## config.mk

```make
export PLATFORM = sky130hd
export DESIGN_NAME = postfix_expression_evaluator_core
export DESIGN_NICKNAME = d
export VERILOG_FILES = /design/src/hdl/pfx_eval_pkg.sv /design/src/hdl/postfix_expression_evaluator_core.sv
export VERILOG_INCLUDE_DIRS = /design/src /design/src/hdl
export SDC_FILE = /design/constraint.sdc
export NUM_CORES = 2
export LEC_CHECK = 0
export ABC_AREA = 1
export ABC_CLOCK_PERIOD_IN_PS = 10800
export BUFFER_PORTS_ARGS = -buffer_cell sky130_fd_sc_hd__buf_2
export CAP_MARGIN = 20
export CORE_MARGIN = 2
export CORE_UTILIZATION = 66
export DETAILED_ROUTE_END_ITERATION = 8
export HOLD_SLACK_MARGIN = 0.08
export MAX_ROUTING_LAYER = met4
export PLACE_DENSITY = 0.85
export SETUP_SLACK_MARGIN = 0.15
export SLEW_MARGIN = 10
export SYNTH_ARGS = -nofsm -noshare
export SYNTH_HDL_FRONTEND = slang
export SYNTH_SLANG_ARGS = --single-unit
```

## constraint.sdc

```tcl
create_clock -name clk -period 10.8 [get_ports clk]
set_input_delay 1.62 -clock clk [delete_from_list [all_inputs] [get_ports clk]]
set_output_delay 1.62 -clock clk [all_outputs]
set_load 0.01 [all_outputs]
```

## src/hdl/postfix_expression_evaluator_core_defines.svh

```systemverilog
// Assertion macros for the postfix expression evaluator.
`ifndef POSTFIX_EXPRESSION_EVALUATOR_CORE_DEFINES_SVH
`define POSTFIX_EXPRESSION_EVALUATOR_CORE_DEFINES_SVH

// The antecedent and the consequent must hold in the same cycle.
`define PFX_ASSERT_NOW(lbl, ante, cons) \
    lbl: assert property (@(posedge clk) disable iff (!rst_n) (ante) |-> (cons)) \
        else $error("postfix evaluator check failed");

// The consequent must hold in the cycle after the antecedent.
`define PFX_ASSERT_NEXT(lbl, ante, cons) \
    lbl: assert property (@(posedge clk) disable iff (!rst_n) (ante) |=> (cons)) \
        else $error("postfix evaluator check failed");

`endif

```

## src/hdl/pfx_eval_pkg.sv

```systemverilog
// Token codes, error codes and arithmetic constants of the postfix evaluator.
package pfx_eval_pkg;

    localparam logic [2:0] MODE_NUMBER = 3'd0;
    localparam logic [2:0] MODE_ADD    = 3'd1;
    localparam logic [2:0] MODE_SUB    = 3'd2;
    localparam logic [2:0] MODE_MUL    = 3'd3;
    localparam logic [2:0] MODE_DIV    = 3'd4;
    localparam logic [2:0] MODE_END    = 3'd5;

    localparam logic [2:0] ERR_NONE     = 3'd0;
    localparam logic [2:0] ERR_DIV_ZERO = 3'd1;
    localparam logic [2:0] ERR_MISSING  = 3'd2;
    localparam logic [2:0] ERR_EMPTY    = 3'd3;
    localparam logic [2:0] ERR_OVERFLOW = 3'd4;

    localparam logic signed [31:0] Q_MAX = 32'sh7FFF_FFFF;
    localparam logic signed [31:0] Q_MIN = 32'sh8000_0000;

    // Dividend is |left| * 2^16, a 48-bit magnitude; one quotient bit per step.
    localparam int DIV_STEPS = 48;

endpackage

```

## src/hdl/postfix_expression_evaluator_core.sv

```systemverilog
// Postfix (RPN) evaluator in signed Q16.16 with its operand stack in one synchronous memory.
//
//  Channel   Signals                         Handshake
//  -------   -----------------------------   ------------------------------------------
//  token     start, mode[2:0], number[31:0]  beat taken when start is high and busy low
//  result    done, value[31:0], error[2:0]   beat shown for one cycle while done is high
//
// A number token keeps busy low. Add and subtract go through S_LOAD_L and S_EXEC, multiply
// also S_MUL_WB: the right, then the left operand is read through the single read port of the
// stack memory. Divide runs the 48-step shift-subtract divider. An end token answers in the
// cycle after the beat on an empty stack or a held error, else S_END reads the top first.
// Reset clears the count, the sticky error and the controller, not the stack memory, since
// only entries below the count are read. The receiver cannot stall: a result lasts one cycle.
`include "postfix_expression_evaluator_core_defines.svh"

module postfix_expression_evaluator_core
    import pfx_eval_pkg::*;
#(
    parameter int STACK_DEPTH = 16
) (
    input  logic               clk,
    input  logic               rst_n,
    input  logic               start,
    input  logic [2:0]         mode,
    input  logic signed [31:0] number,
    output logic               busy,
    output logic               done,
    output logic signed [31:0] value,
    output logic [2:0]         error
);

    // The count must hold STACK_DEPTH itself; the address only needs the entries.
    localparam int CW = $clog2(STACK_DEPTH + 1);
    localparam int AW = (STACK_DEPTH > 1) ? $clog2(STACK_DEPTH) : 1;

    typedef enum logic [2:0] {
        S_IDLE,
        S_LOAD_L,
        S_EXEC,
        S_MUL_WB,
        S_DIV_RUN,
        S_DIV_WB,
        S_END
    } state_t;

    state_t             state_reg, state_next;
    logic [CW-1:0]      cnt_reg, cnt_next;
    logic [2:0]         err_reg, err_next;
    logic               done_reg, done_next;
    logic signed [31:0] value_reg, value_next;
    logic [2:0]         error_reg, error_next;

    // Stack memory with a registered read port.
    logic signed [31:0] stack_mem [STACK_DEPTH];
    logic signed [31:0] rd_data_reg;
    logic [AW-1:0]      rd_addr;
    logic               mem_we;
    logic [AW-1:0]      mem_wa;
    logic signed [31:0] mem_wd;

    // Datapath registers.
    logic [2:0]         op_reg;
    logic signed [31:0] r_reg;
    logic signed [63:0] prod_reg;
    logic [31:0]        rem_reg;
    logic [47:0]        dvd_reg;
    logic [31:0]        dvs_reg;
    logic               neg_reg;
    logic [5:0]         iter_reg;

    logic [CW-1:0]      cnt_m1, cnt_m2;
    logic               accept;
    logic signed [31:0] l_val;
    logic signed [32:0] add_wide, sub_wide;
    logic signed [31:0] add_sat, sub_sat, mul_sat, div_sat;
    logic               mul_ovf;
    logic [32:0]        div_trial;
    logic [33:0]        div_diff;
    logic [31:0]        mag_l, mag_r;

    assign cnt_m1 = cnt_reg - CW'(1);
    assign cnt_m2 = cnt_reg - CW'(2);
    assign accept = start && (state_reg == S_IDLE);
    assign l_val  = rd_data_reg;

    // Saturating add and subtract on a 33-bit result.
    assign add_wide = {l_val[31], l_val} + {r_reg[31], r_reg};
    assign sub_wide = {l_val[31], l_val} - {r_reg[31], r_reg};
    assign add_sat  = (add_wide[32] != add_wide[31]) ? (add_wide[32] ? Q_MIN : Q_MAX)
                                                     : add_wide[31:0];
    assign sub_sat  = (sub_wide[32] != sub_wide[31]) ? (sub_wide[32] ? Q_MIN : Q_MAX)
                                                     : sub_wide[31:0];

    // Product bits 63:16 are the floor of the shifted value; it fits in 32 bits only
    // when bits 63:47 agree.
    assign mul_ovf = !((&prod_reg[63:47]) || !(|prod_reg[63:47]));
    assign mul_sat = mul_ovf ? (prod_reg[63] ? Q_MIN : Q_MAX) : prod_reg[47:16];

    // Restoring divider step on magnitudes; the quotient shifts into dvd_reg.
    assign div_trial = {rem_reg, dvd_reg[47]};
    assign div_diff  = {1'b0, div_trial} - {2'b00, dvs_reg};
    assign mag_l     = l_val[31] ? 32'(-l_val) : 32'(l_val);
    assign mag_r     = r_reg[31] ? 32'(-r_reg) : 32'(r_reg);

    // Quotient is truncated toward zero; saturate by sign.
    always_comb
    begin
        if (neg_reg)
        begin
            if (dvd_reg > 48'h0000_8000_0000)
                div_sat = Q_MIN;
            else
                div_sat = 32'(-dvd_reg[31:0]);
        end
        else
        begin
            if (dvd_reg > 48'h0000_7FFF_FFFF)
                div_sat = Q_MAX;
            else
                div_sat = dvd_reg[31:0];
        end
    end

    // The read port looks at the top of stack, except while fetching the left operand.
    always_comb
    begin
        if (state_reg == S_LOAD_L)
            rd_addr = cnt_m2[AW-1:0];
        else
            rd_addr = cnt_m1[AW-1:0];
    end

    // Controller: next state, stack count, sticky error, result beat and memory writes.
    always_comb
    begin
        state_next = state_reg;
        cnt_next   = cnt_reg;
        err_next   = err_reg;
        done_next  = 1'b0;
        value_next = value_reg;
        error_next = error_reg;
        mem_we     = 1'b0;
        mem_wa     = cnt_reg[AW-1:0];
        mem_wd     = number;

        unique case (state_reg)
            S_IDLE:
            begin
                if (accept)
                begin
                    if (mode == MODE_END)
                    begin
                        if (err_reg != ERR_NONE || cnt_reg == CW'(0))
                        begin
                            // Nothing to read: report at once and clear.
                            done_next  = 1'b1;
                            value_next = '0;
                            error_next = (err_reg != ERR_NONE) ? err_reg : ERR_EMPTY;
                            cnt_next   = '0;
                            err_next   = ERR_NONE;
                        end
                        else
                        begin
                            state_next = S_END;
                        end
                    end
                    else if (err_reg == ERR_NONE)
                    begin
                        case (mode) inside
                            MODE_NUMBER:
                            begin
                                if (cnt_reg == CW'(STACK_DEPTH))
                                begin
                                    err_next = ERR_OVERFLOW;
                                end
                                else
                                begin
                                    mem_we   = 1'b1;
                                    cnt_next = cnt_reg + CW'(1);
                                end
                            end
                            MODE_ADD, MODE_SUB, MODE_MUL, MODE_DIV:
                            begin
                                if (cnt_reg < CW'(2))
                                    err_next = ERR_MISSING;
                                else
                                    state_next = S_LOAD_L;
                            end
                            default:
                            begin
                                // Unused token kinds are ignored.
                            end
                        endcase
                    end
                end
            end
            S_LOAD_L:
            begin
                state_next = S_EXEC;
            end
            S_EXEC:
            begin
                mem_wa = cnt_m2[AW-1:0];
                case (op_reg)
                    MODE_ADD:
                    begin
                        mem_we     = 1'b1;
                        mem_wd     = add_sat;
                        cnt_next   = cnt_m1;
                        state_next = S_IDLE;
                    end
                    MODE_SUB:
                    begin
                        mem_we     = 1'b1;
                        mem_wd     = sub_sat;
                        cnt_next   = cnt_m1;
                        state_next = S_IDLE;
                    end
                    MODE_MUL:
                    begin
                        state_next = S_MUL_WB;
                    end
                    default:
                    begin
                        if (r_reg == 32'sd0)
                        begin
                            // Both operands are consumed, nothing is pushed.
                            err_next   = ERR_DIV_ZERO;
                            cnt_next   = cnt_m2;
                            state_next = S_IDLE;
                        end
                        else
                        begin
                            state_next = S_DIV_RUN;
                        end
                    end
                endcase
            end
            S_MUL_WB:
            begin
                mem_we     = 1'b1;
                mem_wa     = cnt_m2[AW-1:0];
                mem_wd     = mul_sat;
                cnt_next   = cnt_m1;
                state_next = S_IDLE;
            end
            S_DIV_RUN:
            begin
                if (iter_reg == 6'(DIV_STEPS - 1))
                    state_next = S_DIV_WB;
            end
            S_DIV_WB:
            begin
                mem_we     = 1'b1;
                mem_wa     = cnt_m2[AW-1:0];
                mem_wd     = div_sat;
                cnt_next   = cnt_m1;
                state_next = S_IDLE;
            end
            S_END:
            begin
                done_next  = 1'b1;
                value_next = rd_data_reg;
                error_next = ERR_NONE;
                cnt_next   = '0;
                err_next   = ERR_NONE;
                state_next = S_IDLE;
            end
            default:
            begin
                state_next = S_IDLE;
            end
        endcase
    end

    // Control state and registered result.
    always_ff @(posedge clk or negedge rst_n)
    begin
        if (!rst_n)
        begin
            state_reg <= S_IDLE;
            cnt_reg   <= '0;
            err_reg   <= ERR_NONE;
            done_reg  <= 1'b0;
            value_reg <= '0;
            error_reg <= ERR_NONE;
        end
        else
        begin
            state_reg <= state_next;
            cnt_reg   <= cnt_next;
            err_reg   <= err_next;
            done_reg  <= done_next;
            value_reg <= value_next;
            error_reg <= error_next;
        end
    end

    // Operand capture, multiplier and divider registers.
    always_ff @(posedge clk)
    begin
        if (accept)
            op_reg <= mode;
        if (state_reg == S_LOAD_L)
            r_reg <= rd_data_reg;
        if (state_reg == S_EXEC)
        begin
            prod_reg <= l_val * r_reg;
            rem_reg  <= '0;
            dvd_reg  <= {mag_l, 16'h0000};
            dvs_reg  <= mag_r;
            neg_reg  <= l_val[31] ^ r_reg[31];
            iter_reg <= '0;
        end
        else if (state_reg == S_DIV_RUN)
        begin
            if (!div_diff[33])
            begin
                rem_reg <= div_diff[31:0];
                dvd_reg <= {dvd_reg[46:0], 1'b1};
            end
            else
            begin
                rem_reg <= div_trial[31:0];
                dvd_reg <= {dvd_reg[46:0], 1'b0};
            end
            iter_reg <= iter_reg + 6'd1;
        end
    end

    // Stack memory.
    always_ff @(posedge clk)
    begin
        if (mem_we)
            stack_mem[mem_wa] <= mem_wd;
        rd_data_reg <= stack_mem[rd_addr];
    end

    assign busy  = (state_reg != S_IDLE);
    assign done  = done_reg;
    assign value = value_reg;
    assign error = error_reg;

    `PFX_ASSERT_NOW(a_cnt_bound, 1'b1, cnt_reg <= CW'(STACK_DEPTH))
    `PFX_ASSERT_NOW(a_done_clears, done_reg, cnt_reg == CW'(0) && err_reg == ERR_NONE)
    `PFX_ASSERT_NOW(a_err_value_zero, done_reg && error_reg != ERR_NONE, value_reg == 32'sd0)
    `PFX_ASSERT_NOW(a_div_nonzero, state_reg == S_DIV_RUN, dvs_reg != 32'd0)
    `PFX_ASSERT_NEXT(a_end_result, state_reg == S_END, done_reg && error_reg == ERR_NONE)

endmodule

```

==> run_results.csv <==
group,metric,value,unit
worst_setup_path,path_delay_family,"adder cells",
clocking,htree_levels,3,
sta,finalMaxSlewViolations,0,
place,portBuffers,74,
sta,hold_violations,0,
synthesis,synth_top_area_share,27.7,%
global_routing,first_global_vias,67600,
clocking,cts_tree,"yes",
worst_setup_path,critPathMaxStageDelay,0.93,ns
synthesis,yosysUniqueCellTypes,54,
floorplan,die-area,0.121,mm²
sta,finalCriticalPeriod,8.63,ns
global_routing,antenna_found_initial,10,
sta,setup-violations-final,0,
synthesis,synth-compound-area-share,8.07,%
floorplan,die_x,348,µm
sta,fmax,0.116,GHz
run_status,violations,"design-rule violations",
route,dr.pass1.iters,9,
sta,setup_tns,0,ns
global_routing,grt_pass1_wl,413,mm
worst_setup_path,end_kind,"register",
global_routing,grt_usage,47.5,%
clocking,clock-root-buffer,"clkbuf_16",
worst_setup_path,required,11.20,ns
place,dp_slack,2.29,ns
finish,syn_to_final_growth,5.81,%
place,gp_congestion,1.07,
floorplan,core_area,0.118,mm²
synthesis,ys_seq_elements,793,
floorplan,rows,126,
sta,grt_setup_unrepaired,"false",
route,via_per_inst,6.25,
finish,multiInputGateArea,0.0464,mm²
route,vias,66600,
finish,fin_area,0.0828,mm²
clocking,cts_resized,0,
worst_setup_path,path_cells,"buf_4 > nand2_1 > fa_1 > fa_1 > inv_1 > fa_1 > inv_1 > fa_1 > fa_1 > fa_1 > fa_1 > inv_1 > fa_1 > ha_1 > nand2_1 > nor2_1 > inv_1 > nor4_1 > inv_1 > nor3_1 > nand2_1 > nand2_1 > or2_2 > nand2_1",
clocking,insertion_delay,0.74,ns
route,drt-initial-drc-count,9710,
route,drtAntennaViolNets,0,
route,drc,7,
synthesis,synthArstFlopShare,5.93,%
synthesis,synth_top_cell_by_area,"fa_1",
synthesis,synth_cells,9203,
synthesis,synth_top_family_by_area,"adder cells",
finish,regArea,0.0227,mm²
sta,fin_ws,2.17,ns
finish,largest_reg_flops,512,
synthesis,netlist_area,0.0783,mm²
synthesis,synthSimpleGateAreaFrac,16.7,%
synthesis,yosysWarnings,0,
place,hpwlAfterDp,204,mm
synthesis,synth_edf_count,660,
synthesis,ys_seq_area_share,29.0,%
finish,final_net_count,10400,
synthesis,synth_nets,10600,
place,dpl_cell_area,0.0800,mm²
worst_setup_path,slowest_stage,"fa_1",
worst_setup_path,criticalPathCategory,"register to register",
clocking,clock_path_buffers,3,
clocking,cts_inserted_buffers,82,
route,routed_wl,277,mm
synthesis,muxShareOfSynthArea,0,%
route,wl_per_cell,26.1,µm
sta,skew,0.104,ns
sta,finalCritPeriodShare,79.9,%
run_status,status,"complete, but fails checks",
finish,drive_gt1_share,4.35,%
clocking,cts_sinks,793,
global_routing,grt_overflow,0,
floorplan,start_util,66.4,%
sta,tightest_slew,1.25,ns
clocking,ctsHoldBuffers,0,
floorplan,io-pin-count,75,
floorplan,fp.dieH,348,µm
synthesis,synth_area_leaders,"fa_1 (28%), edfxtp_1 (25%), inv_1 (9.6%)",
synthesis,synth_fa_ha_area_share,32.3,%
worst_setup_path,worst-path-buf-inv,6,
min_path,hold_path_class,"register to register",
worst_setup_path,cp_max_fo,50,
worst_setup_path,start_kind,"register",
clocking,post-cts-setup-buffers,0,
synthesis,synth.avg_cell_area,8.51,µm²
worst_setup_path,cp.arrival,9.03,ns
sta,max-slew-margin-rel,15.9,%
job,maxCapViolCount,0,
global_routing,grt_max_degree,231,
synthesis,synthXorXnorAreaFrac,1.95,%
worst_setup_path,cpMostUsedCell,"fa_1",
clocking,path_clk_slew,0.06,ns
finish,nFillCells,8414,
synthesis,synth-main-ff-cell,"edfxtp_1",
-- final timing paths --
check / from / to / slack [ns] / cells after the start
setup reg to reg: l_val[31]$_DFF_P_ / prod_reg[63]$_DFFE_PP_ / 2.17 / 24
hold reg to reg: iter_reg[5]$_SDFFE_PP0N_ / iter_reg[5]$_SDFFE_PP0N_ / 0.48 / 2
min in group asynchronous: rst_n / value[19]$_DFFE_PN0P_ / 0.79 / 1
hold / removal: iter_reg[5]$_SDFFE_PP0N_ / iter_reg[5]$_SDFFE_PP0N_ / 0.48 / 2
max in group asynchronous: rst_n / state_reg[0]$_DFFE_PN0P_ / 9.48 / 2
setup / recovery: l_val[31]$_DFF_P_ / prod_reg[63]$_DFFE_PP_ / 2.17 / 24
-- cell usage in the layout, fill, tap and decap left out, drive strengths merged, types with 9 or more instances in the layout --
master  Yosys  routed
inv      2021    2028
nand2    1896    1896
fa       1084    1084
nor2      876     876
edfxtp    660     660
o21ai     567     567
nand3     294     294
ha        287     287
a21oi     279     279
buf        80     201
xor2      145     145
clkbuf    373     107
nor3      100     100
dfxtp      86      86
o22ai      48      48
o32ai      48      48
a31oi      47      47
dfrtp      47      47
nand4      46      46
clkinv      3      36
o21bai     32      32
xnor2      28      28
nor4       27      27
o211ai     25      25
o221ai     22      22
or2        12      12
a21o       10      10
o21a       10      10
nand3b      9       9
-- through the flow --
| stage | util, % | std cells | hold slack [ns] |
|---|---|---|---|
| 6_report | 70.2 | 10600 | 0.483 |
| 5_1_grt | 70.2 | 10600 | 0.509 |
| 4_1_cts | 70.2 | 10600 | 0.482 |
| 3_5_place_dp | 67.8 | 10500 | 0.473 |
| 3_3_place_gp | 67.8 | 10500 | 0.452 |
| 2_1_floorplan | - | 9203 | 0.440 |
-- per-layer routing --
layer	global-route usage (%)	vias to the layer above	share of wire, %
met3	12.3	1327	14
met2	70.3	5448	44
met4	25.5	0	6.9
li1	-	27900	-
met5	-	-	0
met1	60.5	31900	35
-- final cells by class --
cell class	count	area share (%)
Multi-Input combinational cell	5933	56.0
Sequential cell	793	27.5
Inverter	2024	9.18
Clock buffer	106	2.65
Tap cell	1536	2.32
Timing Repair Buffer	202	1.73
Clock inverter	47	0.683
Antenna cell	7	0.0211
-- cell usage after synthesis, types with 98 or more instances --
cell type  number
inv_1        2010
nand2_1      1895
fa_1         1084
nor2_1        874
edfxtp_1      660
o21ai_0       490
clkbuf_1      373
nand3_1       294
ha_1          287
a21oi_1       277
xor2_1        144
nor3_1         98
-- kinds of logic (layout without fill, tap and decap cells) --
family	after synthesis	in the layout
other cells	0	7
simple gates	3266	3266
fa+ha+maj	1371	1371
flops	793	793
compound gates	1123	1123
xor+xnor	173	173
buf+inv	2477	2379
-- tightest hold or removal path, cell delays in order, from the launching register on --
cell and delay, ns:
dfxtp_1 0.32, inv_1 0.07, a21oi_1 0.05
Power is not shown: default switching activity piles up to over one toggle a cycle in this logic, so the estimate is an artifact.
